--- config.mk ---
export PLATFORM = sky130hd
export DESIGN_NAME = one_wire_bus_master_core
export DESIGN_NICKNAME = d
export VERILOG_FILES = /design/src/ow_pkg.sv /design/src/ow_front.sv /design/src/ow_back.sv /design/src/one_wire_bus_master_core.sv
export SDC_FILE = /design/constraint.sdc
export NUM_CORES = 1
export LEC_CHECK = 0
export BUFFER_PORTS_ARGS = -buffer_cell sky130_fd_sc_hd__buf_2
export CAP_MARGIN = 15
export CELL_PAD_IN_SITES_DETAIL_PLACEMENT = 1
export CELL_PAD_IN_SITES_GLOBAL_PLACEMENT = 1
export CORE_MARGIN = 2
export CORE_UTILIZATION = 53
export CTS_CLUSTER_DIAMETER = 30
export DETAILED_ROUTE_END_ITERATION = 12
export PLACE_DENSITY_LB_ADDON = 0.1
export SETUP_SLACK_MARGIN = 0.1
export SYNTH_ARGS = -nofsm -noshare
export SYNTH_HDL_FRONTEND = slang
export SYNTH_SLANG_ARGS = --single-unit
--- constraint.sdc ---
create_clock -name clk -period 11.4 [get_ports clk]
set_input_delay 0.57 -clock clk [delete_from_list [all_inputs] [get_ports clk]]
set_output_delay 0.57 -clock clk [all_outputs]
set_load 0.02 [all_outputs]
--- src/ow_pkg.sv ---
// Shared types and constants for the one-wire bus master.
package ow_pkg;

	localparam int BITS_PER_BYTE_DEF = 8;
	localparam int COUNT_WIDTH_DEF   = 10;

	localparam int NUM_REGS  = 8;
	localparam int REG_W     = 10;
	localparam int REG_IDX_W = 3;
	localparam int BYTE_W    = 8;
	localparam int BIT_IDX_W = 4;
	localparam int OP_W      = 2;

	localparam int Q_DEPTH = 2;
	localparam int Q_AW    = 1;
	localparam int Q_CW    = 2;

	localparam logic [REG_IDX_W-1:0] REG_RESET_LOW     = 3'd0;
	localparam logic [REG_IDX_W-1:0] REG_PRESENCE_WAIT = 3'd1;
	localparam logic [REG_IDX_W-1:0] REG_RESET_TAIL    = 3'd2;
	localparam logic [REG_IDX_W-1:0] REG_WRITE_ONE_LOW = 3'd3;
	localparam logic [REG_IDX_W-1:0] REG_WRITE_ZERO_LOW = 3'd4;
	localparam logic [REG_IDX_W-1:0] REG_SLOT          = 3'd5;
	localparam logic [REG_IDX_W-1:0] REG_READ_LOW      = 3'd6;
	localparam logic [REG_IDX_W-1:0] REG_READ_SAMPLE   = 3'd7;

	localparam logic [OP_W-1:0] OP_TICK  = 2'd0;
	localparam logic [OP_W-1:0] OP_RESET = 2'd1;
	localparam logic [OP_W-1:0] OP_WRITE = 2'd2;
	localparam logic [OP_W-1:0] OP_READ  = 2'd3;

	typedef logic [NUM_REGS-1:0][REG_W-1:0] cfg_regs_t;

	localparam cfg_regs_t CFG_RESET_VALS = {
		10'd10, 10'd5, 10'd60, 10'd50, 10'd10, 10'd250, 10'd60, 10'd500
	};

	typedef enum logic [1:0] {
		CMD_TICK,
		CMD_RESET,
		CMD_WRITE,
		CMD_READ
	} cmd_t;

	typedef struct packed {
		cmd_t              kind;
		logic [BYTE_W-1:0] data;
		logic              lvl;
	} q_entry_t;

	typedef enum logic [2:0] {
		PH_IDLE,
		PH_RST_LOW,
		PH_RST_WAIT,
		PH_RST_TAIL,
		PH_WRITE,
		PH_READ
	} phase_t;

endpackage

--- src/ow_front.sv ---
// Input side: takes beats, classifies the opcode and queues them for the sequencer.
module ow_front import ow_pkg::*; (
	input  logic              clk,
	input  logic              arst_n,
	input  logic              in_valid,
	output logic              in_ready,
	input  logic [OP_W-1:0]   op,
	input  logic [BYTE_W-1:0] data_byte,
	input  logic              line_level,
	output logic              q_valid,
	output q_entry_t          q_head,
	input  logic              q_pop
);

	q_entry_t              mem_q [Q_DEPTH];
	logic [Q_AW-1:0]       wr_ptr_q;
	logic [Q_AW-1:0]       rd_ptr_q;
	logic [Q_CW-1:0]       count_q;
	q_entry_t              entry;
	logic                  push;
	logic                  pop;

	assign in_ready = count_q != Q_CW'(Q_DEPTH);
	assign push     = in_valid && in_ready;
	assign q_valid  = count_q != '0;
	assign pop      = q_pop && q_valid;
	assign q_head   = mem_q[rd_ptr_q];

	always_comb begin
		entry.data = data_byte;
		entry.lvl  = line_level;
		case (op)
			OP_TICK:  entry.kind = CMD_TICK;
			OP_RESET: entry.kind = CMD_RESET;
			OP_WRITE: entry.kind = CMD_WRITE;
			OP_READ:  entry.kind = CMD_READ;
			default:  entry.kind = CMD_TICK;
		endcase
	end

	always_ff @(posedge clk) begin
		if (push) begin
			mem_q[wr_ptr_q] <= entry;
		end
	end

	always_ff @(posedge clk or negedge arst_n) begin
		if (!arst_n) begin
			wr_ptr_q <= '0;
			rd_ptr_q <= '0;
			count_q  <= '0;
		end else begin
			if (push) begin
				wr_ptr_q <= wr_ptr_q + Q_AW'(1);
			end
			if (pop) begin
				rd_ptr_q <= rd_ptr_q + Q_AW'(1);
			end
			count_q <= count_q + Q_CW'(push) - Q_CW'(pop);
		end
	end

endmodule

--- src/ow_back.sv ---
// Sequencer: runs reset, write and read slots on tick beats and registers each result.
module ow_back import ow_pkg::*; #(
	parameter int BITS_PER_BYTE = BITS_PER_BYTE_DEF,
	parameter int COUNT_WIDTH   = COUNT_WIDTH_DEF
) (
	input  logic              clk,
	input  logic              arst_n,
	input  cfg_regs_t         cfg,
	input  logic              q_valid,
	input  q_entry_t          q_head,
	output logic              q_pop,
	output logic              out_valid,
	input  logic              out_ready,
	output logic              line_low,
	output logic              busy_res,
	output logic              done_res,
	output logic              presence,
	output logic [BYTE_W-1:0] read_byte,
	output logic              rejected
);

	localparam int XW = (COUNT_WIDTH > REG_W + 1) ? COUNT_WIDTH : REG_W + 1;
	localparam logic [XW-1:0] CMAX_X = XW'({COUNT_WIDTH{1'b1}});
	localparam logic [COUNT_WIDTH-1:0] CNT_ONE = COUNT_WIDTH'(1);

	function automatic logic [COUNT_WIDTH-1:0] clampc(input logic [XW-1:0] v);
		clampc = (v > CMAX_X) ? CMAX_X[COUNT_WIDTH-1:0] : v[COUNT_WIDTH-1:0];
	endfunction

	function automatic logic [COUNT_WIDTH-1:0] atleast1(input logic [XW-1:0] v);
		logic [COUNT_WIDTH-1:0] c;
		c = clampc(v);
		atleast1 = (c == '0) ? CNT_ONE : c;
	endfunction

	phase_t                  phase_q, phase_d;
	logic [COUNT_WIDTH-1:0]  tc_q, tc_d, tc_inc;
	logic [BIT_IDX_W-1:0]    bi_q, bi_d, bi_inc;
	logic [BYTE_W-1:0]       sb_q, sb_d, sb_rd;
	logic                    pres_q, pres_d;
	logic [BYTE_W-1:0]       last_q, last_d;
	logic                    rej_d, done_d, drive_d;

	logic [COUNT_WIDTH-1:0]  len_rst_low, len_wait, len_tail, len_slot, len_rd_low;
	logic [COUNT_WIDTH-1:0]  len_wr_low, rd_point, rd_sum;

	logic                    out_valid_q;
	logic                    line_low_q, busy_q, done_q, pres_out_q, rej_q;
	logic [BYTE_W-1:0]       rbyte_q;

	assign q_pop = q_valid && (!out_valid_q || out_ready);

	assign len_rst_low = atleast1(XW'(cfg[REG_RESET_LOW]));
	assign len_wait    = atleast1(XW'(cfg[REG_PRESENCE_WAIT]));
	assign len_tail    = clampc(XW'(cfg[REG_RESET_TAIL]));
	assign len_slot    = atleast1(XW'(cfg[REG_SLOT]));
	assign len_rd_low  = clampc(XW'(cfg[REG_READ_LOW]));
	assign rd_sum      = clampc(XW'(cfg[REG_READ_LOW]) + XW'(cfg[REG_READ_SAMPLE]));
	assign rd_point    = (rd_sum > len_slot) ? len_slot : ((rd_sum == '0) ? CNT_ONE : rd_sum);

	assign tc_inc = (tc_q == {COUNT_WIDTH{1'b1}}) ? tc_q : tc_q + CNT_ONE;
	assign bi_inc = bi_q + BIT_IDX_W'(1);

	// next state
	always_comb begin
		phase_d = phase_q;
		tc_d    = tc_q;
		bi_d    = bi_q;
		sb_d    = sb_q;
		pres_d  = pres_q;
		last_d  = last_q;
		rej_d   = 1'b0;
		done_d  = 1'b0;
		sb_rd   = {q_head.lvl, sb_q[BYTE_W-1:1]};
		if (q_head.kind != CMD_TICK) begin
			if (phase_q != PH_IDLE) begin
				rej_d = 1'b1;
			end else begin
				tc_d = '0;
				bi_d = '0;
				case (q_head.kind)
					CMD_RESET: begin
						phase_d = PH_RST_LOW;
						pres_d  = 1'b0;
					end
					CMD_WRITE: begin
						phase_d = PH_WRITE;
						sb_d    = q_head.data;
					end
					default: begin
						phase_d = PH_READ;
						sb_d    = '0;
					end
				endcase
			end
		end else begin
			case (phase_q)
				PH_IDLE: begin
				end
				PH_RST_LOW: begin
					tc_d = tc_inc;
					if (tc_inc >= len_rst_low) begin
						phase_d = PH_RST_WAIT;
						tc_d    = '0;
					end
				end
				PH_RST_WAIT: begin
					tc_d = tc_inc;
					if (tc_inc >= len_wait) begin
						pres_d = !q_head.lvl;
						tc_d   = '0;
						if (len_tail == '0) begin
							phase_d = PH_IDLE;
							done_d  = 1'b1;
						end else begin
							phase_d = PH_RST_TAIL;
						end
					end
				end
				PH_RST_TAIL: begin
					tc_d = tc_inc;
					if (tc_inc >= len_tail) begin
						phase_d = PH_IDLE;
						tc_d    = '0;
						done_d  = 1'b1;
					end
				end
				PH_WRITE: begin
					tc_d = tc_inc;
					if (tc_inc >= len_slot) begin
						sb_d = sb_q >> 1;
						tc_d = '0;
						bi_d = bi_inc;
						if (bi_inc >= BIT_IDX_W'(BITS_PER_BYTE)) begin
							phase_d = PH_IDLE;
							done_d  = 1'b1;
						end
					end
				end
				PH_READ: begin
					tc_d = tc_inc;
					if (tc_inc == rd_point) begin
						sb_d = sb_rd;
					end
					if (tc_inc >= len_slot) begin
						tc_d = '0;
						bi_d = bi_inc;
						if (bi_inc >= BIT_IDX_W'(BITS_PER_BYTE)) begin
							last_d  = (tc_inc == rd_point) ? sb_rd : sb_q;
							phase_d = PH_IDLE;
							done_d  = 1'b1;
						end
					end
				end
				default: begin
					phase_d = PH_IDLE;
				end
			endcase
		end
	end

	// line drive from the updated state
	always_comb begin
		len_wr_low = clampc(XW'(sb_d[0] ? cfg[REG_WRITE_ONE_LOW] : cfg[REG_WRITE_ZERO_LOW]));
		case (phase_d)
			PH_RST_LOW: drive_d = 1'b1;
			PH_WRITE:   drive_d = tc_d < len_wr_low;
			PH_READ:    drive_d = tc_d < len_rd_low;
			default:    drive_d = 1'b0;
		endcase
	end

	always_ff @(posedge clk or negedge arst_n) begin
		if (!arst_n) begin
			phase_q     <= PH_IDLE;
			tc_q        <= '0;
			bi_q        <= '0;
			sb_q        <= '0;
			pres_q      <= 1'b0;
			last_q      <= '0;
			out_valid_q <= 1'b0;
		end else begin
			if (q_pop) begin
				phase_q     <= phase_d;
				tc_q        <= tc_d;
				bi_q        <= bi_d;
				sb_q        <= sb_d;
				pres_q      <= pres_d;
				last_q      <= last_d;
				out_valid_q <= 1'b1;
			end else if (out_ready) begin
				out_valid_q <= 1'b0;
			end
		end
	end

	always_ff @(posedge clk) begin
		if (q_pop) begin
			line_low_q <= drive_d;
			busy_q     <= phase_d != PH_IDLE;
			done_q     <= done_d;
			pres_out_q <= pres_d;
			rbyte_q    <= last_d;
			rej_q      <= rej_d;
		end
	end

	assign out_valid = out_valid_q;
	assign line_low  = line_low_q;
	assign busy_res  = busy_q;
	assign done_res  = done_q;
	assign presence  = pres_out_q;
	assign read_byte = rbyte_q;
	assign rejected  = rej_q;

endmodule

--- src/one_wire_bus_master_core.sv ---
// Top level: one-wire bus master with timing registers, input queue and slot sequencer.
// Each beat passes through the input queue and then into the registered result.
// Throughput: one beat per cycle unless out_ready stalls the output register.
// Input queue of 2 beats and an output register decouple the two handshakes.
// Reset: asynchronous, clears sequencer, queue and output; timing registers reload defaults.
module one_wire_bus_master_core import ow_pkg::*; #(
	parameter int BITS_PER_BYTE = BITS_PER_BYTE_DEF,
	parameter int COUNT_WIDTH   = COUNT_WIDTH_DEF
) (
	input  logic                 clk,
	input  logic                 arst_n,
	input  logic                 cfg_we,
	input  logic [REG_IDX_W-1:0] cfg_idx,
	input  logic [REG_W-1:0]     cfg_wdata,
	input  logic                 in_valid,
	output logic                 in_ready,
	input  logic [OP_W-1:0]      op,
	input  logic [BYTE_W-1:0]    data_byte,
	input  logic                 line_level,
	output logic                 out_valid,
	input  logic                 out_ready,
	output logic                 line_low,
	output logic                 busy_res,
	output logic                 done_res,
	output logic                 presence,
	output logic [BYTE_W-1:0]    read_byte,
	output logic                 rejected
);

	cfg_regs_t cfg_q;
	logic      q_valid;
	logic      q_pop;
	q_entry_t  q_head;

	always_ff @(posedge clk or negedge arst_n) begin
		if (!arst_n) begin
			cfg_q <= CFG_RESET_VALS;
		end else if (cfg_we) begin
			cfg_q[cfg_idx] <= cfg_wdata;
		end
	end

	ow_front u_front (
		.clk        (clk),
		.arst_n     (arst_n),
		.in_valid   (in_valid),
		.in_ready   (in_ready),
		.op         (op),
		.data_byte  (data_byte),
		.line_level (line_level),
		.q_valid    (q_valid),
		.q_head     (q_head),
		.q_pop      (q_pop)
	);

	ow_back #(
		.BITS_PER_BYTE (BITS_PER_BYTE),
		.COUNT_WIDTH   (COUNT_WIDTH)
	) u_back (
		.clk       (clk),
		.arst_n    (arst_n),
		.cfg       (cfg_q),
		.q_valid   (q_valid),
		.q_head    (q_head),
		.q_pop     (q_pop),
		.out_valid (out_valid),
		.out_ready (out_ready),
		.line_low  (line_low),
		.busy_res  (busy_res),
		.done_res  (done_res),
		.presence  (presence),
		.read_byte (read_byte),
		.rejected  (rejected)
	);

endmodule

==> impl_metrics.csv, run 1 <==
group,metric,value,unit
floorplanning,die_h,138.9,microns
power_and_ir_drop,power.share.clock,21.7,%
final_layout,area_growth,10.54,%
min_path,hp-class,"in -> async",
worst_setup_path,path_class,"reg -> reg",
status,status,"complete, no violations",
timing,drv_slew,0,
final_layout,final_nets,1117,
synth,synth.distinct_cells,74,
final_layout,fillers,1993,
route,wire_per_inst,22.49,microns
synth,synthCells,962,
synth,netlist_area,0.009640,sq mm
route,drt_first_pass_iters,4,
clock_tree,ctsResizeCount,0,
clock_tree,cts_tree,"done",
worst_setup_path,rr_worst_depth,29,
placement,numPortBuffers,43,
job,cap_violations,0,
final_layout,antenna_cells,0,
timing,tightest_slew,1.165,ns
worst_setup_path,cpMaxStageDelayCell,"nor2b_1",
placement,placed_cell_area,0.01008,sq mm
floorplanning,io-pin-count,44,
clock_tree,htreeDepth,4,
power_and_ir_drop,vdd_ir_drop_max,0.1305,mV
synth,synth_enable_flop_cells,35,
timing,fin_ws,3.051,ns
timing,period_minus_slack,8.349,ns
timing,setup_viol,0,
worst_setup_path,worstPathArrival,8.64,ns
power_and_ir_drop,combPwrFrac,45.5,%
timing,rsz0062_at_grt,"false",
timing,skew,0.01047,ns
floorplanning,core_area,0.01790,sq mm
power_and_ir_drop,power.internal,0.001442,W
clock_tree,postCtsSetupBuffers,0,
clock_tree,postCtsHoldBufs,0,
clock_tree,cts-buffers-inserted,17,
synth,avgSynthCellArea,10.02,sq um
placement,place_ws,3.182,ns
power_and_ir_drop,p_per_area,235.5,mW/mm^2
worst_setup_path,cp_common_cell,"ha_1",
grt,grt_pass1_wl,44850,microns
timing,slew_headroom,22.21,%
placement,post-place-cells,1210,
grt,grt_max_degree,74,
grt,grt_antenna_before_repair,0,
worst_setup_path,r2r_setup_slack,3.05,ns
placement,gp_congestion,0.8859,
worst_setup_path,cp.required,11.70,ns
synth,yosys_register_bits,154,
synth,yosys_warnings,0,
clock_tree,cts_buffer_depth,2,
worst_setup_path,reg2reg_to,"u_back.line_low",
final_layout,fin_area,0.01066,sq mm
timing,tns,0,ns
worst_setup_path,r2r_start,"cfg_q[60]",
route,drc,0,
timing,hold_slack,0.1562,ns
route,detail-route-antenna-nets,0,
grt,grt_remaining_overflow,0,
power_and_ir_drop,p_switching,0.001068,W
power_and_ir_drop,p_leak,4.820,nW
final_layout,final-seq-area,0.004065,sq mm
synth,async_reset_ff_share,77.27,%
power_and_ir_drop,sw_frac_of_total,42.55,%
power_and_ir_drop,seqPwrFrac,32.9,%
worst_setup_path,startpoint_type,"flop",
final_layout,post_route_cells_drive_above_1_share,18.74,%
clock_tree,clockRootBuffer,"clkbuf_16",
clock_tree,cts_num_sinks,154,
synth,syn-num-nets,1078,
grt,grt_pass1_vias,8071,
floorplanning,rows,49,
clock_tree,clock_latency,0.43,ns
timing,period_share,73.23,%
floorplanning,dieWidth,138.9,microns
final_layout,multi_input_area,0.005165,sq mm
worst_setup_path,slowest_delay,0.90,ns
timing,max_freq,0.1198,GHz
grt,grt_usage,29.69,%
placement,dpl.hpwl,20650,microns
route,via_per_inst,6.176,
route,vias,7677,
worst_setup_path,end_kind,"flop",
worst_setup_path,critPathMaxFanout,10,
route,drtIter0Drc,558,
timing,hold_violations,0,
route,wl,27950,microns
floorplanning,start_util,53.85,%
clock_tree,clk_transition_reported_paths,0.07,ns
floorplanning,design.die.area,0.01928,sq mm
synth,seq_area_frac_synth,42.17,%
final_layout,final_cells,1243,
synth,synth_ff_type,"dfrtp_1",
-- per-layer routing --
metal | vias up | global-route usage (%) | share of wire, %
met3 | 31 | 3.971 | 3.4
li1 | 3587 | - | -
met4 | 0 | 7.815 | 1.7
met5 | - | 0 | 0
met2 | 160 | 49.62 | 49
met1 | 3899 | 41.07 | 46
-- worst max-delay path by stage --
stage | to | from | slack, ns
global route | u_back.line_low | cfg_q[60] | 2.51
CTS | u_back.line_low | cfg_q[60] | 3.09
finish | u_back.line_low | cfg_q[60] | 3.05
global placement | u_back.line_low | cfg_q[60] | 3.50
detailed placement | u_back.line_low | cfg_q[60] | 3.18
floorplan | u_back.line_low | cfg_q[60] | 4.70
-- layout make-up --
cell class	count	area share, %
sequential	154	38.15
inverter	73	2.571
clock buffer	17	3.992
timing repair buffer	54	2.853
tap	229	2.689
multi-input combinational	701	48.47
clock inverter	15	1.280
-- per-stage QoR --
stage / total power [W] / utilization (%)
3_5_place_dp: 0.001945 / 56.33
6_report: 0.002510 / 59.53
5_1_grt: 0.002665 / 59.53
4_1_cts: 0.002501 / 59.46
2_1_floorplan: 0.001615 / -
3_3_place_gp: 0.001900 / 56.33
-- critical path, delay by kind of cell, from the launching register on --
kind,cells,cell delay [ns]
AOI/OAI and AO/OA,13,3.57
muxes,3,0.77
DFF,1,0.38
and+or+nand+nor,8,2.13
adders and majority gates,4,1.25
buffers and inverters,1,0.10
-- power groups by stage --
stage | registers [W] | logic [W] | clock network (W)
2_1_floorplan | 0.000797 | 0.000818 | 0
3_5_place_dp | 0.000830 | 0.00111 | 0
5_1_grt | 0.000839 | 0.00125 | 0.000571
4_1_cts | 0.000822 | 0.00113 | 0.000548
3_3_place_gp | 0.000822 | 0.00108 | 0
6_report | 0.000825 | 0.00114 | 0.000544
-- kinds of logic after synthesis --
kind of cell | share of synthesized area, %
XOR/XNOR | 2.090
flip-flops | 42.17
multiplexers | 10.38
AND/OR/NAND/NOR | 13.12
AO/OA/AOI/OAI | 16.51
adder cells (fa/ha/maj) | 11.37
buffers and inverters | 4.361
-- cells in the final DEF (no fill, tap or decap), types with 5 or more instances in the layout --
cell type  synthesis  routed
dfstp_2           29      29
buf_4              0      11
or2_2              5       5
nand2b_1          10      10
edfxtp_1          35      35
a21o_1            17      17
a22o_1             5       5
mux2i_1           34      34
mux2_2            56      56
o21bai_1           5       5
nor2_1            43      43
nor4_1             9       9
buf_2              3      42
o21ai_1            6       6
o211ai_1           7       7
or3_1              7       7
o21a_1            10      10
inv_1             72      72
o21ai_0           83      83
nand3_1           17      17
xnor2_1           21      21
nand4_1           15      15
and2_1             5       5
clkbuf_16          0      17
a21oi_1           28      28
ha_1              86      86
nand2_1          107     107
nor3_1            19      18
a221o_1            7       7
and3_1             6       6
a22oi_1            5       5
dfrtp_1           90      90
a211oi_1          11      11
-- Yosys cell counts, drive strengths merged (6+ instances only) --
cell | instances | area (sq um)
clkbuf | 26 | 97.59
or2 | 6 | 37.54
ha | 86 | 1076
mux2 | 58 | 660.6
nor3 | 19 | 95.09
dfrtp | 90 | 2252
a221o | 7 | 70.07
nand2b | 10 | 62.56
nor2 | 43 | 161.4
nand4 | 15 | 93.84
and3 | 6 | 37.54
a211oi | 13 | 107.6
dfstp | 29 | 762.0
or3 | 7 | 43.79
nand3 | 17 | 85.08
a21o | 17 | 127.6
mux2i | 34 | 340.3
inv | 72 | 270.3
o21ai | 90 | 454.2
nand2 | 108 | 407.9
o211ai | 7 | 52.55
o21a | 10 | 75.07
xnor2 | 21 | 183.9
a21oi | 29 | 156.4
edfxtp | 35 | 1051
buf | 8 | 48.79
nor4 | 9 | 56.30
-- sequential cells by signal, summed over array words and instances, names as in the netlist, 2 cells and up --
register / flops
u_front.mem_q: 22
u_back.read_byte: 8
u_back.sb_q: 8
cfg_q: 80
u_front.count_q: 2
u_back.tc_q: 10
u_back.last_q: 8
u_back.bi_q: 4
u_back.phase_q: 3
(Power assumes the default switching activity.)
==> inputs of run 2 (changes only) <==
Settings changed: ABC_AREA set to 1, CORE_UTILIZATION 53 to 43.
Clock period 11.4 ns to 7.64 ns, I/O delays scaled along.
==> run 2 against run 1 <==
Net effect:
- area after synthesis increased by 2.5%
- routed wire length rose by 6.4%
- setup slack worse by 1.3 ns
- sequential power up 58%
- clock skew is essentially flat
- clock power up 52%
- final area grew 2.5%
- core utilization down 11 points
- critical endpoint unchanged
- via count grew 10%
- register-to-register slack lost 1.3 ns
- synthesized cell count increased by 28%
==> impl_metrics.csv, run 2 <==
group,metric,value,unit
clock_tree,cts-buffers-inserted,17,
final_layout,largest_register_ffs,80,
final_layout,post_route_cells_drive_above_1_share,13.14,%
timing,drv_slew,0,
route,wire_per_inst,19.01,microns
synth,yosysTopAreaCellShare,22.80,%
grt,grt_remaining_overflow,0,
synth,async_reset_ff_share,77.27,%
synth,yosys_register_bits,154,
synth,synth_ff_type,"dfrtp_1",
synth,muxShareOfSynthArea,1.115,%
worst_setup_path,end_kind,"flop",
synth,seq_area_frac_synth,41.16,%
final_layout,final_common_cell,"nand2_1",
route,via_per_inst,5.405,
synth,yosys_warnings,0,
clock_tree,cts_num_sinks,154,
timing,tightest_slew,1.182,ns
final_layout,antenna_cells,0,
synth,synth.area.top_cells,"dfrtp_1 (23%), nand2_1 (12%), ha_1 (11%)",
clock_tree,htreeDepth,4,
min_path,hold_path_depth,1,
power_and_ir_drop,vdd_ir_drop_max,0.1712,mV
route,drc,0,
min_path,hp-class,"in -> reg",
route,drt_first_pass_iters,5,
worst_setup_path,cpMaxStageDelayCell,"fa_1",
synth,avgSynthCellArea,8.004,sq um
final_layout,top_register,"cfg_q",
synth,synth_enable_flop_cells,35,
floorplanning,dieWidth,155.6,microns
timing,skew,0.01034,ns
worst_setup_path,worstPathArrival,6.13,ns
timing,period_minus_slack,5.839,ns
floorplanning,die_h,155.6,microns
route,drtIter0Drc,409,
synth,synth_top_family_by_area,"simple AND/OR/NAND/NOR gates",
status,status,"complete, no violations",
synth,synthCells,1234,
synth,synthSimpleGateAreaFrac,22.54,%
worst_setup_path,cp_common_cell,"nand3_1",
clock_tree,clk_transition_reported_paths,0.07,ns
placement,dpl.hpwl,22500,microns
synth,synth_commonest_cells,"nand2_1 (307), inv_1 (164), o21ai_0 (121)",
synth,synth-xor-area-share,1.241,%
floorplanning,design.die.area,0.02420,sq mm
route,detail-route-antenna-nets,0,
worst_setup_path,r2r_setup_slack,1.80,ns
timing,max_freq,0.1712,GHz
timing,hold_violations,0,
clock_tree,clock_latency,0.43,ns
worst_setup_path,startpoint_type,"flop",
worst_setup_path,rr_worst_depth,36,
grt,grt_antenna_before_repair,3,
floorplanning,io-pin-count,44,
synth,yosys.area.top_type,"dfrtp_1",
floorplanning,start_util,43.76,%
grt,grt_pass1_vias,8604,
floorplanning,rows,55,
placement,numPortBuffers,43,
final_layout,final_nets,1382,
job,cap_violations,0,
clock_tree,postCtsSetupBuffers,0,
clock_tree,cts_tree,"done",
timing,rsz0062_at_grt,"false",
power_and_ir_drop,p_leak,5.307,nW
timing,slew_headroom,20.89,%
worst_setup_path,cp.required,7.93,ns
timing,tns,0,ns
synth,netlist_area,0.009877,sq mm
floorplanning,core_area,0.02257,sq mm
clock_tree,ctsResizeCount,0,
grt,grt_max_degree,78,
route,vias,8453,
timing,setup_viol,0,
clock_tree,cts_buffer_depth,2,
synth,synth.distinct_cells,56,
synth,yosysMostFrequentCell,"nand2_1",
placement,gp_congestion,0.8631,
clock_tree,clockRootBuffer,"clkbuf_16",
final_layout,area_growth,10.63,%
final_layout,final_core_util,48.41,%
final_layout,final_cell_mix,"nand2_1 (307), inv_1 (164), o21ai_0 (120), dfrtp_1 (90), ha_1 (86)",
final_layout,reg.largest.list,"cfg_q: 80 flops, u_front.mem_q: 22 flops, u_back.tc_q: 10 flops",
grt,grt_usage,25.85,%
synth,synth_compound_area_share,14.37,%
route,wl,29740,microns
worst_setup_path,path_class,"reg -> reg",
power_and_ir_drop,p_per_area,429.8,mW/mm^2
grt,grt_pass1_wl,47900,microns
synth,syn-num-nets,1350,
worst_setup_path,critPathMaxFanout,16,
worst_setup_path,slowest_delay,0.46,ns
synth,synth-adder-area-share,11.10,%
power_and_ir_drop,power,0.004696,W
timing,period_share,76.43,%
==> run 2: metrics by stage <==
stage               hold WS, ns  cell area (sq um)  setup slack, ns  std cells
floorplan               0.08641               9877            2.757       1234
global placement         0.4316              10320            1.955       1529
detailed placement       0.4249              10320            1.798       1529
CTS                      0.1219              10890            1.769       1562
global route             0.1218              10930            1.135       1564
finish                   0.1360              10930            1.801       1564
==> run 2: cell families (layout without fill, tap and decap cells) <==
family | Yosys count | after routing
buf+inv | 215 | 260
xor+xnor | 14 | 14
flops | 154 | 154
compound gates | 245 | 245
fa+ha+maj | 87 | 87
simple gates | 508 | 508
mux | 11 | 11
==> run 2: layout make-up <==
cell class | instances | area [sq um]
clock buffer | 19 | 432.9
clock inverter | 13 | 128.9
fill | 2809 | 11640
inverter | 178 | 668.1
multi-input combinational | 865 | 4979
sequential | 154 | 4065
tap | 285 | 356.6
timing repair buffer | 50 | 296.5
==> run 2: critical path: cells and delay by family, from the launching register on <==
family | cells | cell delay [ns]
mux | 1 | 0.18
fa+ha+maj | 4 | 1.27
simple gates | 24 | 3.05
buf+inv | 4 | 0.39
compound gates | 3 | 0.45
flops | 1 | 0.38
==> run 2: report_power, final <==
part	total (W)	internal, W	switching [W]
Sequential	0.00130	0.00113	0.000170
Combinational	0.00257	0.000838	0.00173
Clock	0.000827	0.000433	0.000394
Total	0.00470	0.00240	0.00230
==> run 2: layer usage <==
layer | global-route usage, % | vias to the layer above | wire [microns]
met5 | 0 | - | 0
met2 | 40.79 | 135 | 13360
met4 | 5.985 | 0 | 450
li1 | - | 4162 | -
met3 | 3.389 | 25 | 954
met1 | 37.95 | 4131 | 14970
==> run 2: timing repair <==
| item | in CTS | in global routing |
|---|---|---|
| hold endpoints to repair | 30 | 0 |
| hold buffers | 1 | 0 |
| endpoints found under the setup margin | 0 | 0 |
==> run 2: final timing paths <==
kind | end | from
worst min register to register | cfg_q[35] | cfg_q[35]
worst min-delay path | u_front.mem_q[0][3] | data_byte[2]
worst max-delay path | u_back.line_low | cfg_q[60]
max in group asynchronous | cfg_q[16] | arst_n
worst max register to register | u_back.line_low | cfg_q[60]
min in group asynchronous | u_back.last_q[4] | arst_n
==> inputs of run 3 (changes only) <==
Clock period 7.64 ns to 4.7 ns, I/O delays scaled along.
==> run 3 against run 2 <==
Net effect:
- the flow now finishes with violations (setup timing)
- register-to-register slack lost 2.5 ns
- critical path depth down 8
- clock power grew 70%
- clock skew down 0.0021 ns
- sequential share of layout area decreased by 4.9 points
- fmax increased by 9.1%
- final cell count rose by 9.1%
- critical endpoint unchanged
- largest cell class unchanged
- largest power group unchanged
- highest routed layer unchanged
==> impl_metrics.csv, run 3 (same netlist as run 2, synthesis figures left out) <==
group,metric,value,unit
status,status,"finished, violations left",
status,violations,"setup timing",
power_and_ir_drop,vdd_ir_drop_max,0.3462,mV
final_layout,final_cell_mix,"nand2_1 (273), inv_1 (159), buf_4 (128), o21ai_0 (117), dfrtp_1 (90)",
power_and_ir_drop,power.share.clock,15.1,%
route,wl,33260,microns
power_and_ir_drop,power,0.009312,W
worst_setup_path,end_kind,"flop",
power_and_ir_drop,combPwrFrac,62.5,%
placement,place_ws,-0.5357,ns
timing,setup_viol,1,
timing,hold_violations,0,
grt,grt_usage,27.88,%
grt,grt_remaining_overflow,0,
final_layout,post_route_cells_drive_above_1_share,26.88,%
power_and_ir_drop,p_per_area,741.0,mW/mm^2
power_and_ir_drop,sw_frac_of_total,47.80,%
worst_setup_path,cp_common_cell,"nand4_1",
final_layout,final_nets,1524,
worst_setup_path,startpoint_type,"flop",
final_layout,fillers,2739,
final_layout,area_growth,27.24,%
worst_setup_path,cpMaxStageDelayCell,"dfrtp_1",
timing,skew,0.008251,ns
floorplanning,core_area,0.02257,sq mm
min_path,hp-class,"in -> reg",
clock_tree,clk_transition_reported_paths,0.08,ns
clock_tree,cts_tree,"done",
placement,gp_congestion,0.8375,
placement,dpl.hpwl,23670,microns
route,drc,0,
power_and_ir_drop,p_leak,6.058,nW
floorplanning,rows,55,
clock_tree,cts_num_sinks,154,
worst_setup_path,critPathMaxFanout,7,
final_layout,top_register,"cfg_q",
floorplanning,start_util,43.76,%
timing,rsz0062_at_grt,"true",
power_and_ir_drop,power.internal,0.004861,W
timing,period_minus_slack,5.351,ns
timing,fin_ws,-0.6510,ns
timing,slew_headroom,24.47,%
worst_setup_path,path_class,"reg -> reg",
placement,numPortBuffers,43,
final_layout,final-seq-area,0.004065,sq mm
floorplanning,design.die.area,0.02420,sq mm
timing,max_freq,0.1869,GHz
job,cap_violations,0,
route,drtIter0Drc,447,
clock_tree,cts-buffers-inserted,17,
route,via_per_inst,5.406,
grt,grt_antenna_before_repair,0,
timing,hold_slack,0.04389,ns
worst_setup_path,r2r_setup_slack,-0.65,ns
final_layout,reg.largest.list,"cfg_q: 80 flops, u_front.mem_q: 22 flops, u_back.tc_q: 10 flops",
timing,tightest_slew,1.129,ns
clock_tree,clock_latency,0.44,ns
final_layout,largest_register_ffs,80,
worst_setup_path,cp.required,4.89,ns
route,wire_per_inst,19.50,microns
final_layout,multi_input_area,0.005454,sq mm
worst_setup_path,slowest_delay,0.41,ns
worst_setup_path,worstPathArrival,5.54,ns
floorplanning,die_h,155.6,microns
grt,grt_max_degree,70,
clock_tree,htreeDepth,4,
grt,grt_pass1_vias,9626,
floorplanning,io-pin-count,44,
final_layout,antenna_cells,0,
clock_tree,cts_buffer_depth,2,
power_and_ir_drop,p_switching,0.004451,W
route,vias,9223,
grt,grt_pass1_wl,51980,microns
route,drt_first_pass_iters,5,
timing,period_share,113.9,%
route,detail-route-antenna-nets,0,
timing,drv_slew,0,
power_and_ir_drop,seqPwrFrac,22.3,%
floorplanning,dieWidth,155.6,microns
final_layout,final_common_cell,"nand2_1",
clock_tree,clockRootBuffer,"clkbuf_16",
[run 3: cell count changes in the layout (fill, tap and decap cells not counted), sizes merged, moves of 2 or more]
cell         previous run  this run
buf                    49       179
clkbuf                 19        17
clkinv                  6         8
clkinvlp                0         2
dlygate4sd3             1        12
inv                   185       183
[run 3: worst paths after layout]
path	depth (start not counted)	end	from
max	28	u_back.line_low	cfg_q[70]
min	4	u_back.out_valid	out_ready
max reg2reg	28	u_back.line_low	cfg_q[70]
min reg2reg	2	cfg_q[28]	cfg_q[28]
max in group asynchronous	3	cfg_q[10]	arst_n
min in group asynchronous	2	u_back.last_q[6]	arst_n
[run 3: repair_timing]
action | CTS | global route
resized for setup | 38 | 75
hold endpoints to repair | 45 | 0
setup endpoints to repair | 1 | 3
hold buffers | 12 | 0
pin swaps | 15 | 20
gates cloned | 2 | 0
setup buffers | 12 | 6
[run 3: power groups by stage]
| stage | clock network (W) | registers [W] | logic (W) |
|---|---|---|---|
| 2_1_floorplan | 0 | 0.00211 | 0.00296 |
| 3_3_place_gp | 0 | 0.00207 | 0.00481 |
| 3_5_place_dp | 0 | 0.00209 | 0.00499 |
| 4_1_cts | 0.00142 | 0.00207 | 0.00524 |
| 5_1_grt | 0.00148 | 0.00212 | 0.00639 |
| 6_report | 0.00141 | 0.00208 | 0.00582 |
[run 3: final cells by class]
cell class,count,share of cell area [%]
Clock buffer,17,3.385
Clock inverter,15,1.384
Inverter,178,5.356
Multi-Input combinational cell,866,43.40
Sequential cell,154,32.35
Tap cell,285,2.838
Timing Repair Buffer,191,11.29
[run 3: routing by layer]
metal	global-route usage (%)	share of wire (%)	routed length, microns	up-vias
li1	-	-	-	4446
met1	39.59	48	15920	4560
met2	44.69	47	15570	171
met3	3.667	3.2	1069	46
met4	8.257	2.1	704	0
met5	0	0	0	-
[run 3: stage by stage]
step	instance area [sq um]	TNS [ns]	util (%)	cells
global route	12570	-0.8805	55.68	1706
detailed placement	11280	-0.5357	49.98	1649
global placement	11280	-0.3996	49.98	1649
CTS	12270	-1.324	54.37	1707
floorplan	9905	-0.005434	-	1234
finish	12570	-0.6510	55.68	1706
[run 3: worst max-delay path: cells and delay by family, from the launching register on]
family,cells,cell delay (ns)
compound gates,3,0.49
xor+xnor,1,0.29
fa+ha+maj,4,1.21
buf+inv,3,0.48
flops,1,0.41
mux,1,0.13
simple gates,16,2.09
